[config.mk]
export PLATFORM = sky130hd
export DESIGN_NAME = pulldown_cadence_detector_top
export DESIGN_NICKNAME = d
export VERILOG_FILES = /design/src/design/pcd_pkg.sv /design/src/design/pcd_ram.sv /design/src/design/pcd_history.sv /design/src/design/pcd_decide.sv /design/src/design/pulldown_cadence_detector_top.sv
export SDC_FILE = /design/constraint.sdc
export NUM_CORES = 2
export LEC_CHECK = 0
export ABC_AREA = 1
export ABC_CLOCK_PERIOD_IN_PS = 5450
export BUFFER_PORTS_ARGS = -buffer_cell sky130_fd_sc_hd__buf_2
export CAP_MARGIN = 20
export CELL_PAD_IN_SITES_DETAIL_PLACEMENT = 1
export CELL_PAD_IN_SITES_GLOBAL_PLACEMENT = 2
export CORE_MARGIN = 4
export CORE_UTILIZATION = 35
export DETAILED_ROUTE_END_ITERATION = 10
export GPL_TIMING_DRIVEN = 0
export PLACE_DENSITY_LB_ADDON = 0.1
export SLEW_MARGIN = 20
export SYNTH_ARGS = -nofsm -noshare
export SYNTH_HDL_FRONTEND = slang
export SYNTH_SLANG_ARGS = --single-unit
[constraint.sdc]
create_clock -name clk -period 5.45 [get_ports clk]
set_input_delay 0 -clock clk [delete_from_list [all_inputs] [get_ports clk]]
set_output_delay 0 -clock clk [all_outputs]
set_load 0.03 [all_outputs]
[src/design/pcd_pkg.sv]
// ----------------------------------------------------------------------------
// pcd_pkg
// Shared types, mode codes, register indexes and cadence helper functions
// for the pulldown cadence detector.
// ----------------------------------------------------------------------------
package pcd_pkg;

	// switch history ring
	localparam int HIST_DEPTH = 64;
	localparam int HIST_AW    = $clog2(HIST_DEPTH);
	localparam int HIST_CW    = $clog2(HIST_DEPTH + 1);

	localparam int CYCLE_LEN  = 5;

	// mode codes
	localparam logic [2:0] MODE_VIDEO = 3'd0;
	localparam logic [2:0] MODE_FILM0 = 3'd1;
	localparam logic [2:0] MODE_FILM4 = 3'd5;
	localparam logic [2:0] MODE_COMB  = 3'd6;
	localparam logic [2:0] CODE_NONE  = 3'd7;

	// configuration register indexes
	localparam logic [2:0] CFG_DIFF_THR     = 3'd0;
	localparam logic [2:0] CFG_MISMATCH_THR = 3'd1;
	localparam logic [2:0] CFG_COMB_THR     = 3'd2;
	localparam logic [2:0] CFG_FALLBACK     = 3'd3;
	localparam logic [2:0] CFG_REPEAT_IN    = 3'd4;
	localparam logic [2:0] CFG_REPEAT_OUT   = 3'd5;
	localparam logic [2:0] CFG_SWITCH_MAX   = 3'd6;
	localparam logic [2:0] CFG_SWITCH_IVL   = 3'd7;

	localparam int CFG_DW = 14;

	typedef struct packed {
		logic [12:0] diff_threshold;
		logic [13:0] mismatch_threshold;
		logic [12:0] comb_threshold;
		logic        fallback_to_video;
		logic [3:0]  repeat_in;
		logic [3:0]  repeat_out;
		logic [6:0]  switch_max;
		logic [13:0] switch_interval_ms;
	} cfg_t;

	typedef struct packed {
		logic [23:0] field_diff;
		logic [23:0] comb_factor;
		logic        is_odd;
		logic [2:0]  cadence_pos;
		logic [31:0] time_ms;
		logic        restart;
	} item_t;

	typedef struct packed {
		logic [2:0] mode;
		logic       fell_to_video;
		logic       entered_comb;
		logic       rapid_cycling;
		logic       expect_weave;
	} result_t;

	// decision -> switch history
	typedef struct packed {
		logic        clear;
		logic        push;
		logic [2:0]  mode;
		logic [31:0] stamp;
	} hist_ctl_t;

	// switch history -> decision
	typedef struct packed {
		logic [2:0] mode0;
		logic       rapid;
	} hist_sts_t;

	function automatic logic is_film(input logic [2:0] m);
		return (m >= MODE_FILM0) && (m <= MODE_COMB);
	endfunction

	// weave expectation of a locked film phase at a cadence position
	function automatic logic expect_weave_of(input logic [2:0] m, input logic [2:0] pos,
	                                         input logic odd);
		logic [3:0] t;
		logic [3:0] r;
		logic       w;
		t = 4'({1'b0, pos}) + 4'(CYCLE_LEN) - 4'({1'b0, m - MODE_FILM0});
		r = (t >= 4'(CYCLE_LEN)) ? t - 4'(CYCLE_LEN) : t;
		if (m < MODE_FILM0 || m > MODE_FILM4 || pos >= 3'(CYCLE_LEN)) begin
			w = 1'b0;
		end else if (r == 4'd0) begin
			w = 1'b0;
		end else if (r <= 4'd2) begin
			w = ~odd;
		end else begin
			w = odd;
		end
		return w;
	endfunction

	// film phase implied by a match at this cadence position
	function automatic logic [2:0] mode_from_pos(input logic [2:0] pos, input logic odd);
		logic [3:0] t;
		logic [3:0] r;
		t = 4'({1'b0, pos}) + (odd ? 4'd2 : 4'd4);
		r = (t >= 4'(CYCLE_LEN)) ? t - 4'(CYCLE_LEN) : t;
		if (pos >= 3'(CYCLE_LEN)) begin
			return MODE_FILM0;
		end
		return r[2:0] + MODE_FILM0;
	endfunction

endpackage

[src/design/pcd_ram.sv]
// ----------------------------------------------------------------------------
// pcd_ram
// Generic single write port, single read port RAM with registered read.
// ----------------------------------------------------------------------------
module pcd_ram #(
	parameter int WIDTH = 32,
	parameter int DEPTH = 64
) (
	input  logic                     clk,
	input  logic                     we,
	input  logic [$clog2(DEPTH)-1:0] waddr,
	input  logic [WIDTH-1:0]         wdata,
	input  logic [$clog2(DEPTH)-1:0] raddr,
	output logic [WIDTH-1:0]         rdata
);

	logic [WIDTH-1:0] mem_q [DEPTH];

	always_ff @(posedge clk) begin
		if (we) begin
			mem_q[waddr] <= wdata;
		end
		rdata <= mem_q[raddr];
	end

endmodule

[src/design/pcd_history.sv]
// ----------------------------------------------------------------------------
// pcd_history
// Film mode switch log: timestamp ring in RAM, fill count, newest mode and
// the rapid cycling window check.
// ----------------------------------------------------------------------------
module pcd_history
	import pcd_pkg::*;
(
	input  logic        clk,
	input  logic        arst_n,
	input  hist_ctl_t   ctl,
	input  logic [6:0]  switch_max,
	input  logic [6:0]  switch_max_next,
	input  logic [13:0] switch_interval_ms,
	output hist_sts_t   sts
);

	logic [HIST_AW-1:0] wp_q;
	logic [HIST_AW-1:0] wp_next;
	logic [HIST_CW-1:0] count_q;
	logic [HIST_CW-1:0] count_after;
	logic [2:0]         mode0_q;
	logic [HIST_AW-1:0] k;
	logic [HIST_AW:0]   raddr_w;
	logic [HIST_AW-1:0] raddr;
	logic [31:0]        ram_rdata;
	logic               hit_q;
	logic [31:0]        stamp_q;
	logic [31:0]        old_time;
	logic [31:0]        age;

	always_comb begin
		if (ctl.push) begin
			wp_next = (wp_q == HIST_AW'(HIST_DEPTH - 1)) ? '0 : wp_q + 1'b1;
		end else begin
			wp_next = wp_q;
		end
	end

	// the next push lands at wp_next, so entry switch_max-1 after it lives
	// switch_max-1 slots behind wp_next
	always_comb begin
		if (switch_max_next >= 7'd2 && 8'(switch_max_next) <= 8'(HIST_DEPTH)) begin
			k = HIST_AW'(switch_max_next - 7'd1);
		end else begin
			k = '0;
		end
		if (wp_next >= k) begin
			raddr_w = {1'b0, wp_next} - {1'b0, k};
		end else begin
			raddr_w = {1'b0, wp_next} + (HIST_AW + 1)'(HIST_DEPTH) - {1'b0, k};
		end
		raddr = raddr_w[HIST_AW-1:0];
	end

	pcd_ram #(
		.WIDTH(32),
		.DEPTH(HIST_DEPTH)
	) u_ram (
		.clk  (clk),
		.we   (ctl.push),
		.waddr(wp_q),
		.wdata(ctl.stamp),
		.raddr(raddr),
		.rdata(ram_rdata)
	);

	// forward a timestamp written in the same cycle it is read
	always_ff @(posedge clk) begin
		hit_q   <= ctl.push && (raddr == wp_q);
		stamp_q <= ctl.stamp;
	end

	assign old_time = hit_q ? stamp_q : ram_rdata;

	always_ff @(posedge clk or negedge arst_n) begin
		if (!arst_n) begin
			wp_q    <= '0;
			count_q <= '0;
			mode0_q <= MODE_VIDEO;
		end else begin
			wp_q <= wp_next;
			if (ctl.clear) begin
				count_q <= '0;
				mode0_q <= MODE_VIDEO;
			end else if (ctl.push) begin
				count_q <= count_after;
				mode0_q <= ctl.mode;
			end
		end
	end

	// window check as if the stamp were pushed now
	always_comb begin
		count_after = (count_q < HIST_CW'(HIST_DEPTH)) ? count_q + 1'b1 : count_q;
		age         = ctl.stamp - old_time;
		sts.mode0   = mode0_q;
		sts.rapid   = (switch_max > 7'd1) && (switch_interval_ms != '0) &&
		              (8'(switch_max) <= 8'(count_after)) &&
		              (8'(switch_max) <= 8'(HIST_DEPTH)) &&
		              (old_time != '0) && (age <= 32'(switch_interval_ms));
	end

endmodule

[src/design/pcd_decide.sv]
// ----------------------------------------------------------------------------
// pcd_decide
// Cadence state registers and the per-field mode decision.
// ----------------------------------------------------------------------------
module pcd_decide
	import pcd_pkg::*;
(
	input  logic      clk,
	input  logic      arst_n,
	input  logic      adv,
	input  item_t     item,
	input  cfg_t      cfg,
	input  hist_sts_t hsts,
	output hist_ctl_t hctl,
	output result_t   res
);

	logic [2:0]  mode_q, mode_n;
	logic [7:0]  mc_q, mc_n;
	logic [4:0]  vc_q, vc_n;
	logic [4:0]  tr_q, tr_n;
	logic [2:0]  lfp_q, lfp_n;
	logic [23:0] lc_q, lc_n;
	logic [2:0]  llm_q, llm_n;

	always_comb begin
		logic [3:0] rsel;
		logic [6:0] lim;
		logic [2:0] nf;
		logic [4:0] need;
		logic       weave;
		logic       artifact;
		logic       push;

		mode_n = mode_q;
		mc_n   = mc_q;
		vc_n   = vc_q;
		tr_n   = tr_q;
		lfp_n  = lfp_q;
		lc_n   = lc_q;
		llm_n  = llm_q;
		res    = '0;
		push   = 1'b0;
		weave  = 1'b0;
		rsel   = cfg.fallback_to_video ? cfg.repeat_out : cfg.repeat_in;
		lim    = {1'b0, rsel, 2'b00} + {3'b000, rsel};
		nf     = mode_from_pos(item.cadence_pos, item.is_odd);
		need   = (tr_q != '0) ? tr_q : {1'b0, cfg.repeat_in};
		artifact = (cfg.mismatch_threshold != '0) &&
		           (item.field_diff >= 24'(cfg.mismatch_threshold)) &&
		           ({1'b0, item.comb_factor} > {1'b0, lc_q} + 25'(cfg.comb_threshold)) &&
		           (item.comb_factor > 24'(cfg.comb_threshold));

		if (item.restart) begin
			mc_n  = '0;
			vc_n  = '0;
			lfp_n = CODE_NONE;
			lc_n  = '0;
		end else begin
			weave = expect_weave_of(mode_q, item.cadence_pos, item.is_odd);
			if (item.field_diff > 24'(cfg.diff_threshold)) begin
				if (is_film(mode_q)) begin
					if (mc_q > {1'b0, lim}) begin
						mode_n = MODE_VIDEO;
						res.fell_to_video = 1'b1;
						vc_n = '0;
					end else begin
						if (artifact && weave) begin
							if (cfg.fallback_to_video) begin
								mode_n = MODE_VIDEO;
								res.fell_to_video = 1'b1;
								tr_n = 5'd1;
								vc_n = '0;
							end else begin
								mode_n = MODE_COMB;
								res.entered_comb = 1'b1;
								vc_n  = {1'b0, cfg.repeat_in};
								tr_n  = '0;
								lfp_n = MODE_COMB;
							end
						end
						if (mc_q != 8'hFF) mc_n = mc_q + 1'b1;
					end
				end else if (mc_q != 8'hFF) begin
					mc_n = mc_q + 1'b1;
				end
			end else begin
				if (mc_q == 8'd4) begin
					if (nf == lfp_q || (is_film(mode_q) && lfp_q == MODE_COMB) ||
					    lfp_q == CODE_NONE) begin
						if (vc_q >= need) begin
							tr_n   = '0;
							mode_n = nf;
							if (llm_q != nf && nf != hsts.mode0) begin
								push = 1'b1;
								if (hsts.rapid) begin
									res.rapid_cycling = 1'b1;
									if (cfg.fallback_to_video) begin
										mode_n = MODE_VIDEO;
										res.fell_to_video = 1'b1;
										vc_n = '0;
										tr_n = {cfg.repeat_in, 1'b0};
									end
								end
							end
							llm_n = mode_n;
						end else if (vc_q != 5'd31) begin
							vc_n = vc_q + 1'b1;
						end
						lfp_n = nf;
					end else if (cfg.fallback_to_video && !is_film(mode_q)) begin
						vc_n  = 5'd1;
						lfp_n = nf;
					end else begin
						mode_n = nf;
						if (nf != hsts.mode0) begin
							push = 1'b1;
							if (hsts.rapid) begin
								res.rapid_cycling = 1'b1;
								mode_n = MODE_VIDEO;
								res.fell_to_video = 1'b1;
								vc_n = '0;
								tr_n = {cfg.repeat_in, 1'b0};
							end
						end
						if (!cfg.fallback_to_video) lfp_n = nf;
					end
				end else if (tr_q != '0) begin
					vc_n = '0;
				end
				mc_n = '0;
			end
			if (item.comb_factor != '0) lc_n = item.comb_factor;
		end

		res.mode         = mode_n;
		res.expect_weave = weave;
		hctl.clear = adv && item.restart;
		hctl.push  = adv && push;
		hctl.mode  = nf;
		hctl.stamp = item.time_ms;
	end

	always_ff @(posedge clk or negedge arst_n) begin
		if (!arst_n) begin
			mode_q <= MODE_VIDEO;
			mc_q   <= '0;
			vc_q   <= '0;
			tr_q   <= '0;
			lfp_q  <= CODE_NONE;
			lc_q   <= '0;
			llm_q  <= CODE_NONE;
		end else if (adv) begin
			mode_q <= mode_n;
			mc_q   <= mc_n;
			vc_q   <= vc_n;
			tr_q   <= tr_n;
			lfp_q  <= lfp_n;
			lc_q   <= lc_n;
			llm_q  <= llm_n;
		end
	end

endmodule

[src/design/pulldown_cadence_detector_top.sv]
// ----------------------------------------------------------------------------
// pulldown_cadence_detector_top
// 3:2 pulldown cadence detector: one mode decision per video field request.
// ----------------------------------------------------------------------------
// Each input request carries one field's metrics and yields exactly one result
// request with the chosen mode (video, one of five film phases, or comb) and
// the event flags. A new field is taken every cycle while the result side
// keeps up. The input register feeds one level of decision logic and the
// result lands in an output register. While a result waits for the consumer,
// the input register still takes one more field; with both registers full,
// s_axis_tready follows m_axis_tready. Film mode switches are logged in a
// 64-entry timestamp ring held in RAM; its registered read port is addressed
// ahead from the next write pointer and the pending switch_max value, so the
// rapid cycling window check still resolves in the same cycle as its field.
// A restart request empties the log by clearing its fill count, with no
// clearing pass. Configuration writes take effect at the edge they are issued
// and belong to idle periods only.
// ----------------------------------------------------------------------------
module pulldown_cadence_detector_top
	import pcd_pkg::*;
(
	input  logic              clk,
	input  logic              arst_n,
	// input field metrics
	input  logic              s_axis_tvalid,
	output logic              s_axis_tready,
	// [23:0] field_diff, [47:24] comb_factor, [48] is_odd, [51:49] cadence_pos,
	// [83:52] time_ms, [87:84] zero
	input  logic [87:0]       s_axis_tdata,
	// [0] restart
	input  logic              s_axis_tuser,
	// decision results
	output logic              m_axis_tvalid,
	input  logic              m_axis_tready,
	// [2:0] mode, [3] fell_to_video, [4] entered_comb, [5] rapid_cycling,
	// [6] expect_weave, [7] zero
	output logic [7:0]        m_axis_tdata,
	// configuration write port
	input  logic              cfg_we,
	input  logic [2:0]        cfg_index,
	input  logic [CFG_DW-1:0] cfg_data
);

	cfg_t      cfg_q;
	logic [6:0] switch_max_next;
	item_t     item_s1;
	logic      valid_s1;
	logic      adv;
	logic      in_acc;
	result_t   res;
	result_t   res_q;
	logic      out_valid_q;
	hist_ctl_t hctl;
	hist_sts_t hsts;

	// configuration registers
	always_ff @(posedge clk or negedge arst_n) begin
		if (!arst_n) begin
			cfg_q.diff_threshold     <= 13'd15;
			cfg_q.mismatch_threshold <= 14'd100;
			cfg_q.comb_threshold     <= 13'd300;
			cfg_q.fallback_to_video  <= 1'b1;
			cfg_q.repeat_in          <= 4'd4;
			cfg_q.repeat_out         <= 4'd2;
			cfg_q.switch_max         <= 7'd4;
			cfg_q.switch_interval_ms <= 14'd3000;
		end else if (cfg_we) begin
			unique case (cfg_index)
				CFG_DIFF_THR:     cfg_q.diff_threshold     <= cfg_data[12:0];
				CFG_MISMATCH_THR: cfg_q.mismatch_threshold <= cfg_data[13:0];
				CFG_COMB_THR:     cfg_q.comb_threshold     <= cfg_data[12:0];
				CFG_FALLBACK:     cfg_q.fallback_to_video  <= cfg_data[0];
				CFG_REPEAT_IN:    cfg_q.repeat_in          <= cfg_data[3:0];
				CFG_REPEAT_OUT:   cfg_q.repeat_out         <= cfg_data[3:0];
				CFG_SWITCH_MAX:   cfg_q.switch_max         <= cfg_data[6:0];
				CFG_SWITCH_IVL:   cfg_q.switch_interval_ms <= cfg_data[13:0];
			endcase
		end
	end

	// history read address looks ahead: take a pending write into account
	assign switch_max_next = (cfg_we && cfg_index == CFG_SWITCH_MAX) ? cfg_data[6:0]
	                                                                 : cfg_q.switch_max;

	// advance the input stage when the output register is free or being drained
	assign adv           = valid_s1 && (!out_valid_q || m_axis_tready);
	assign s_axis_tready = !valid_s1 || adv;
	assign in_acc        = s_axis_tvalid && s_axis_tready;

	always_ff @(posedge clk or negedge arst_n) begin
		if (!arst_n) begin
			valid_s1 <= 1'b0;
		end else if (in_acc) begin
			valid_s1 <= 1'b1;
		end else if (adv) begin
			valid_s1 <= 1'b0;
		end
	end

	// hold the field payload in the input stage
	always_ff @(posedge clk) begin
		if (in_acc) begin
			item_s1.field_diff  <= s_axis_tdata[23:0];
			item_s1.comb_factor <= s_axis_tdata[47:24];
			item_s1.is_odd      <= s_axis_tdata[48];
			item_s1.cadence_pos <= s_axis_tdata[51:49];
			item_s1.time_ms     <= s_axis_tdata[83:52];
			item_s1.restart     <= s_axis_tuser;
		end
	end

	pcd_decide u_decide (
		.clk   (clk),
		.arst_n(arst_n),
		.adv   (adv),
		.item  (item_s1),
		.cfg   (cfg_q),
		.hsts  (hsts),
		.hctl  (hctl),
		.res   (res)
	);

	pcd_history u_history (
		.clk               (clk),
		.arst_n            (arst_n),
		.ctl               (hctl),
		.switch_max        (cfg_q.switch_max),
		.switch_max_next   (switch_max_next),
		.switch_interval_ms(cfg_q.switch_interval_ms),
		.sts               (hsts)
	);

	// result register
	always_ff @(posedge clk or negedge arst_n) begin
		if (!arst_n) begin
			out_valid_q <= 1'b0;
		end else if (adv) begin
			out_valid_q <= 1'b1;
		end else if (m_axis_tready) begin
			out_valid_q <= 1'b0;
		end
	end

	always_ff @(posedge clk) begin
		if (adv) begin
			res_q <= res;
		end
	end

	assign m_axis_tvalid = out_valid_q;
	assign m_axis_tdata  = {1'b0, res_q.expect_weave, res_q.rapid_cycling,
	                        res_q.entered_comb, res_q.fell_to_video, res_q.mode};

endmodule

; Word level (Yosys, flattened, before mapping)
; Memories as Yosys holds them, arrays and structs flattened. A register that Yosys moved wholly into a read port is not among the register bits.
; Index checks and enable logic that the tools add are counted.
[totals]
input_bits = 111
regBits = 264
rom_bits = 0
n_memories = 1
output_inout_bits = 10
ramBits = 2048
latch_bits = 0
[mem_list]
columns = name, words, word_bits, read_ports, rd_clocked_by_memory_dff, wr, line
row1 = u_history.u_ram.mem_q, 64, 32, 1, 1, 1, pcd_ram.sv:17  ; logic [WIDTH-1:0] mem_q [DEPTH];
[classes]
add_sub_neg = 18
n_eq_ne = 35
shifts = 0
bitwise = 6
div_mod_pow = 0
multipliers = 0
muxes = 118
n_reduce_logical = 61
n_lt_le_gt_ge = 22
[op_table]
columns = op, n
row1 = 5-bit two-way mux, 30
row2 = 3-bit two-way mux, 31
row3 = 24-bit by 13-bit greater-than comparator with 1-bit output, 2
row4 = 24-bit two-way mux, 2
row5 = 8-bit two-way mux, 5
row6 = 1-bit two-way mux, 36
row7 = 6-bit by 5-bit != test with 1-bit output (second input constant), 6
row8 = 32-bit by 14-bit less-or-equal comparator with 1-bit output, 1
row9 = 32-bit two-way mux, 1
row10 = 32-bit nonzero test, 1
row11 = 32-bit subtractor, 1
row12 = 7-bit two-way mux, 4
row13 = 14-bit nonzero test, 2
row14 = 24-bit by 13-bit adder with 25-bit output, 1
row15 = 24-bit by 25-bit greater-than comparator with 1-bit output, 1
row16 = 24-bit by 14-bit >= comparator with 1-bit output, 1
row17 = 6-bit two-way mux, 4
row18 = 24-bit nonzero test, 1
row19 = 1-bit logical AND, 20
row20 = 10-bit AND reduction, 2
row21 = 2-bit AND reduction, 10
row22 = 3-bit equality test (second input constant), 6
row23 = 7-bit less-or-equal comparator (second input constant), 2
row24 = 6-bit by 1-bit adder with 6-bit output (second input constant), 2
row25 = other kinds (57), 88

; Longest topological paths before layout
[depth]
word_depth = 21
depth_mapped = 35
depth_no_buf = 34

; Modules after synthesis
; From an unflattened synthesis, not the netlist that was laid out.
[hier_totals]
hier_cells = 9223
area_unflattened_um2 = 101165.8
[by_module_without_submodules]
columns = mod, cells_each, area_per_inst_um2, n_inst
row1 = pcd_ram, 6785, 82785.6, 1
row2 = pcd_decide, 995, 6856.6, 1
row3 = pcd_history, 1014, 5785.5, 1
row4 = pulldown_cadence_detector_top, 429, 5738.0, 1

; Worst setup path after synthesis
; Ideal clock, no wire load.
[synth_timing]
kind = reg-to-reg
from = register item_s1[34] (netlist bit)
to = memory u_history.u_ram.mem_q[31][0] (enable)
setup_time_ns = 0.461
required_time_ns = 4.989
arrival_ns = 5.193
path_slack_ns = -0.205
synth_period_minus_slack_ns = 5.655
n_path_buf = 1
path_stages_with_launch = 19
path_cell_list = edfxtp_1 -> ha_1 -> fa_1 -> nand2_2 -> nand3_2 -> xor2_2 -> ha_1 -> nand2_2 -> xnor2_1 -> a21oi_2 -> nand3_2 -> nand2_1 -> inv_1 -> nand2_1 -> nand2_2 -> nor2_4 -> nand3_2 -> buf_1 -> nor3_1
[synth_between]
elab_chain_len = 16
word_cells_on_any_way = 25
[synth_lines]
columns = item, line
row1 = start: declaration, pulldown_cadence_detector_top.sv:46  ; item_t item_s1;
row2 = 3-bit by 3-bit adder with 4-bit output, pcd_pkg.sv:104  ; t = 4'({1'b0, pos}) + (odd ? 4'd2 : 4'd4);
row3 = 4-bit by 3-bit >= comparator with 1-bit output or 3-bit subtractor (tied branches), pcd_pkg.sv:105  ; r = (t >= 4'(CYCLE_LEN)) ? t - 4'(CYCLE_LEN) : t;
row4 = 3-bit two-way mux, pcd_pkg.sv:105
row5 = 3-bit by 1-bit adder with 3-bit output, pcd_pkg.sv:109  ; return r[2:0] + MODE_FILM0;
row6 = 3-bit two-way mux *, pcd_pkg.sv:109
row7 = "3-bit != test, on equally long branches", "pcd_decide.sv:94, pcd_decide.sv:116"
row8 = 1-bit logical AND, pcd_decide.sv:94  ; if (llm_q != nf && nf != hsts.mode0) begin
row9 = 1-bit two-way mux, pcd_decide.sv:94
row10 = 1-bit two-way mux, pcd_decide.sv:91  ; if (vc_q >= need) begin
row11 = 1-bit two-way mux *, pcd_decide.sv:89  ; if (nf == lfp_q || (is_film(mode_q) && lfp_q == MODE_COMB) ||
row12 = 1-bit two-way mux *, pcd_decide.sv:88  ; if (mc_q == 8'd4) begin
row13 = 1-bit two-way mux *, pcd_decide.sv:61  ; if (item.field_diff > 24'(cfg.diff_threshold)) begin
row14 = 1-bit two-way mux *, pcd_decide.sv:54  ; if (item.restart) begin
row15 = 1-bit logical AND *, pcd_decide.sv:139  ; hctl.push = adv && push;
row16 = 1-bit two-way mux *, pcd_ram.sv:20  ; if (we) begin
row17 = 1-bit two-way mux (not written as such) *, pcd_ram.sv:21  ; mem_q[waddr] <= wdata;
row18 = end: declaration, pcd_ram.sv:17
; Every way passes the cells marked *; elsewhere a longest branch is shown, timed or not.

; Worst setup path after layout
[layout_timing]
from = register item_s1[34] (netlist bit)
to = register u_history.u_ram.rdata[15], read port of u_history.u_ram.mem_q
[layout_between]
elab_chain_len = 18
word_cells_on_any_way = 29
[layout_lines]
columns = item, line
row1 = 3-bit by 3-bit adder with 4-bit output, pcd_pkg.sv:104
row2 = 4-bit by 3-bit >= comparator with 1-bit output or 3-bit subtractor (tied branches), pcd_pkg.sv:105
row3 = 3-bit two-way mux, pcd_pkg.sv:105
row4 = 3-bit by 1-bit adder with 3-bit output, pcd_pkg.sv:109
row5 = 3-bit two-way mux *, pcd_pkg.sv:109
row6 = "3-bit != test, on equally long branches", "pcd_decide.sv:94, pcd_decide.sv:116"
row7 = 1-bit logical AND, pcd_decide.sv:94
row8 = 1-bit two-way mux, pcd_decide.sv:94
row9 = (+2 left out), n/a
row10 = 1-bit two-way mux *, pcd_decide.sv:88
row11 = 1-bit two-way mux *, pcd_decide.sv:61
row12 = 1-bit two-way mux *, pcd_decide.sv:54
row13 = 1-bit logical AND *, pcd_decide.sv:139
row14 = 6-bit two-way mux *, pcd_history.sv:33  ; if (ctl.push) begin
row15 = 6-bit by 1-bit adder with 6-bit output, pcd_history.sv:51  ; raddr_w = {1'b0, wp_next} + (HIST_AW + 1)'(HIST_DEPTH) - {1'b0, k};
row16 = 6-bit subtractor, pcd_history.sv:51
row17 = 6-bit two-way mux *, pcd_history.sv:48  ; if (wp_next >= k) begin
row18 = end: declaration, pcd_ram.sv:14  ; output logic [WIDTH-1:0] rdata
; Marked as above.
; A chain may end at the register's enable or synchronous reset.

==> results.sh <==
export IMPL_biggest_area_contributors_in_the_synthesized_netlist="sky130_fd_sc_hd__edfxtp_1 (66%), sky130_fd_sc_hd__mux2i_1 (5.2%), sky130_fd_sc_hd__o221ai_1 (4.6%), sky130_fd_sc_hd__o21ai_0 (3.6%), sky130_fd_sc_hd__dfrtp_1 (2.8%)"
export IMPL_netlist_top_cell_by_area="sky130_fd_sc_hd__edfxtp_1"
export IMPL_pre_cts_slack_ns=-4.11
export IMPL_antenna_found_initial=22
export IMPL_die_x_um=537
export IMPL_share_of_flip_flops_with_an_asynchronous_set_or_reset=0.0593
export IMPL_die_area_um2=288000
export IMPL_switching_share=0.393
export IMPL_fin_hold_ws_ns=0.0671
export IMPL_finalWeightedCongestion=0.907
export IMPL_dr_pass1_iters=6
export IMPL_syn2layout_area_growth_pct=30.0
export IMPL_report_final_slew_viol_count=0
export IMPL_clock_fmax_ghz=0.162
export IMPL_floorplan_die_height_um=537
export IMPL_post_synth_num_cell_types=60
export IMPL_static_leakage_power_nw=45.3
export IMPL_final_layout_size_suffix_gt1_frac=0.233
export IMPL_synth_seq_area_share=0.706
export IMPL_critical_path_startpoint_type="flop"
export IMPL_clk_insertion_delay_late_ns=0.88
export IMPL_avgSynthCellArea_um2=13.3
export IMPL_global_route_usage_total=0.263
export IMPL_path_class="flop to flop"
export IMPL_net_count_after_synthesis=7626
export IMPL_worst_slew_margin_rel=0.270
export IMPL_worst_slew_pin_slew_ns=1.08
export IMPL_clock_tree_from_tritoncts="yes"
export IMPL_max_cap_violations=0
export IMPL_sequentialPowerShare=0.324
export IMPL_combinationalPowerShare=0.395
export IMPL_grt_pass1_wl_mm=540
export IMPL_final_period_utilization=1.13
export IMPL_worstSetupEndpointType="flop"
export IMPL_drcViolationCount=0
export IMPL_synthTopCellsByCount="sky130_fd_sc_hd__edfxtp_1 (2140), sky130_fd_sc_hd__nor2_1 (721), sky130_fd_sc_hd__o21ai_0 (697)"
export IMPL_path_clk_slew_ns=0.06
export IMPL_drt_first_iter_violations=5777
export IMPL_yosys_most_used_dff="sky130_fd_sc_hd__edfxtp_1"
export IMPL_unrepaired_setup_endpoints_after_global_routing="true"
export IMPL_postRouteAntennaNets=0
export IMPL_hold_violations=0
export IMPL_p_per_area_nw_per_um2=497
export IMPL_violations="setup timing"
export IMPL_power_share_clock=0.281
export IMPL_synth_ff_latch_count=2344
export IMPL_skew_ns=0.0544
export IMPL_h_tree_depth=5
export IMPL_routed_wl_mm=388
export IMPL_yosysWarnings=0
export IMPL_num_rows=193
export IMPL_drt_vias_per_instance=5.50
export IMPL_synthesis_instances=7340
export IMPL_final_core_density=0.459
export IMPL_cellInternalPower_mw=38.4
export IMPL_critical_path_arrival_ns=6.99
export IMPL_report_final_setup_viol=33
export IMPL_synthDominantCellAreaShare=0.657
export IMPL_clock_sinks=2344
export IMPL_n_fill_cell=27700
export IMPL_syn_area_um2=97900
export IMPL_core_area_um2=277000
export IMPL_peakVddDrop_mv=0.279
export IMPL_worst_endpoint_required_ns=6.27
export IMPL_via_count_of_the_first_global_routing_pass=69900
export IMPL_placement_io_buffers=115
export IMPL_yosysMostFrequentCell="sky130_fd_sc_hd__edfxtp_1"
export IMPL_initial_core_util=0.353
export IMPL_post_drt_wl_per_cell_um=31.4
export IMPL_vias=67900
export IMPL_min_path_type="primary input to flop"
export IMPL_critPathSlowestCell="sky130_fd_sc_hd__fa_2"
export IMPL_gr_total_overflow=0
export IMPL_timing_critical_path_fanout_max=7
export IMPL_net_switching_power_mw=24.9
export IMPL_final_net_count=8707
export IMPL_timing_final_crit_period_ns=6.17
export IMPL_clockRootBuffer="sky130_fd_sc_hd__clkbuf_16"
export IMPL_setup_ws_ns=-0.720
export IMPL_top_level_ports=121
export IMPL_number_of_buffers_created_by_cts=275
export IMPL_synth_edff_count=2140
export IMPL_clk_path_buf_depth=4
export IMPL_maximum_number_of_pins_on_one_net_before_global_route_repair=85
export IMPL_worst_path_largest_cell_delay_ns=0.60
export IMPL_run_status="finished, violations left"
export IMPL_detail_placement_hpwl_mm=280
==> layer usage <==
metal,track usage,vias to the layer above,routed length [um]
li1,-,29800,-
met2,0.443,2072,188000
met5,0,-,11
met1,0.341,35400,160000
met4,0.122,2,21000
met3,0.0301,609,19600
==> worst paths after layout <==
kind	start	to	slack, ns	cells after the start
max	item_s1[34]	u_history.u_ram.rdata[15]	-0.72	34
min	cfg_data[4]	cfg_q[18]	0.07	4
max reg2reg	item_s1[34]	u_history.u_ram.rdata[15]	-0.72	34
min reg2reg	cfg_q[64]	cfg_q[64]	0.49	2
max in group asynchronous	arst_n	u_decide.lc_q[23]	4.53	4
min in group asynchronous	arst_n	u_decide.llm_q[1]	0.33	3
==> metrics by stage <==
| stage | TNS, ns | power, mW | instance area, um^2 | cells |
|---|---|---|---|---|
| global route | -26.17 | 65.5 | 127000 | 12300 |
| global placement | -4706.37 | 39.7 | 103000 | 11200 |
| CTS | -17.95 | 62.5 | 126000 | 12300 |
| floorplan | -52.30 | 30.3 | 97900 | 7340 |
| detailed placement | -812.35 | 40.2 | 108000 | 11400 |
| finish | -20.29 | 63.2 | 127000 | 12300 |
==> power by group through the flow <==
stage	Combinational (mW)	Clock (mW)	Sequential, mW
final	25.0	17.8	20.5
after global routing	26.1	18.8	20.5
after CTS	23.9	18.1	20.5
after detailed placement	19.4	0	20.9
after global placement	18.2	0	21.4
after floorplan	9.46	0	20.9
==> cells by family (layout without fill, tap and decap cells) <==
logic type,after synthesis,count (layout),synth area share
AO/OA/AOI/OAI,1534,1534,0.0997
AND/OR/NAND/NOR,1885,1885,0.0808
multiplexers,512,512,0.0524
adder cells (fa/ha/maj),175,175,0.0228
flip-flops,2344,2344,0.706
other,1,16,0.0000383
buffers and inverters,825,2106,0.0328
XOR/XNOR,64,64,0.00580
==> registers in the layout (all words and copies together) (netlist names), 5 cells and up <==
signal                 cells
u_history.stamp_q         32
u_history.u_ram.rdata     32
u_history.u_ram.mem_q   2048
u_history.wp_q             6
u_decide.vc_q              5
u_decide.tr_q              5
cfg_q                     70
m_axis_tdata               7
u_decide.lc_q             24
item_s1                   85
u_decide.mc_q              8
u_history.count_q          7
==> timing repair <==
action,CTS,global route
buffers inserted,118,65
cloned,7,4
hold buffers,245,0
setup endpoints to repair,1618,683
gates resized for setup,1292,349
pin swaps,237,212
hold endpoints to repair,317,0
==> final cells by class <==
cell class,instances,area [um^2],share of cell area
repair buffers,807,9870,0.0775
clock inverters,112,966,0.00759
well taps,3705,4640,0.0364
flip-flops and latches,2344,69100,0.543
diodes,15,37.5,0.000295
inverters,404,1540,0.0121
plain buffers,418,3480,0.0274
multi-input cells,4171,30200,0.237
clock buffers,365,7480,0.0588
==> worst max-delay path, delay by kind of cell (launching register included) <==
family | cells | cell delay, ns
adder cells (fa/ha/maj) | 5 | 1.79
AND/OR/NAND/NOR | 12 | 1.32
AO/OA/AOI/OAI | 6 | 0.87
flip-flops | 1 | 0.42
XOR/XNOR | 2 | 0.38
buffers and inverters | 9 | 1.29
==> placed cells by master (no fill, tap or decap), types with 65 or more instances in the layout <==
| cell | n |
|---|---|
| sky130_fd_sc_hd__edfxtp_1 | 2140 |
| sky130_fd_sc_hd__nor2_1 | 659 |
| sky130_fd_sc_hd__nand2_1 | 607 |
| sky130_fd_sc_hd__o21ai_0 | 602 |
| sky130_fd_sc_hd__mux2i_1 | 508 |
| sky130_fd_sc_hd__inv_1 | 377 |
| sky130_fd_sc_hd__o221ai_1 | 340 |
| sky130_fd_sc_hd__clkbuf_16 | 309 |
| sky130_fd_sc_hd__dlygate4sd3_1 | 244 |
| sky130_fd_sc_hd__nand3_1 | 232 |
| sky130_fd_sc_hd__buf_4 | 197 |
| sky130_fd_sc_hd__o221ai_2 | 170 |
| sky130_fd_sc_hd__ha_1 | 165 |
| sky130_fd_sc_hd__buf_2 | 142 |
| sky130_fd_sc_hd__buf_8 | 137 |
| sky130_fd_sc_hd__clkbuf_1 | 128 |
| sky130_fd_sc_hd__dfrtp_1 | 111 |
| sky130_fd_sc_hd__nand3_2 | 109 |
| sky130_fd_sc_hd__a21oi_1 | 101 |
| sky130_fd_sc_hd__clkbuf_2 | 100 |
| sky130_fd_sc_hd__buf_12 | 90 |
| sky130_fd_sc_hd__clkbuf_4 | 80 |
| sky130_fd_sc_hd__buf_16 | 68 |
| sky130_fd_sc_hd__dfxtp_1 | 65 |
Note: power is estimated with default switching activity, not from simulation.
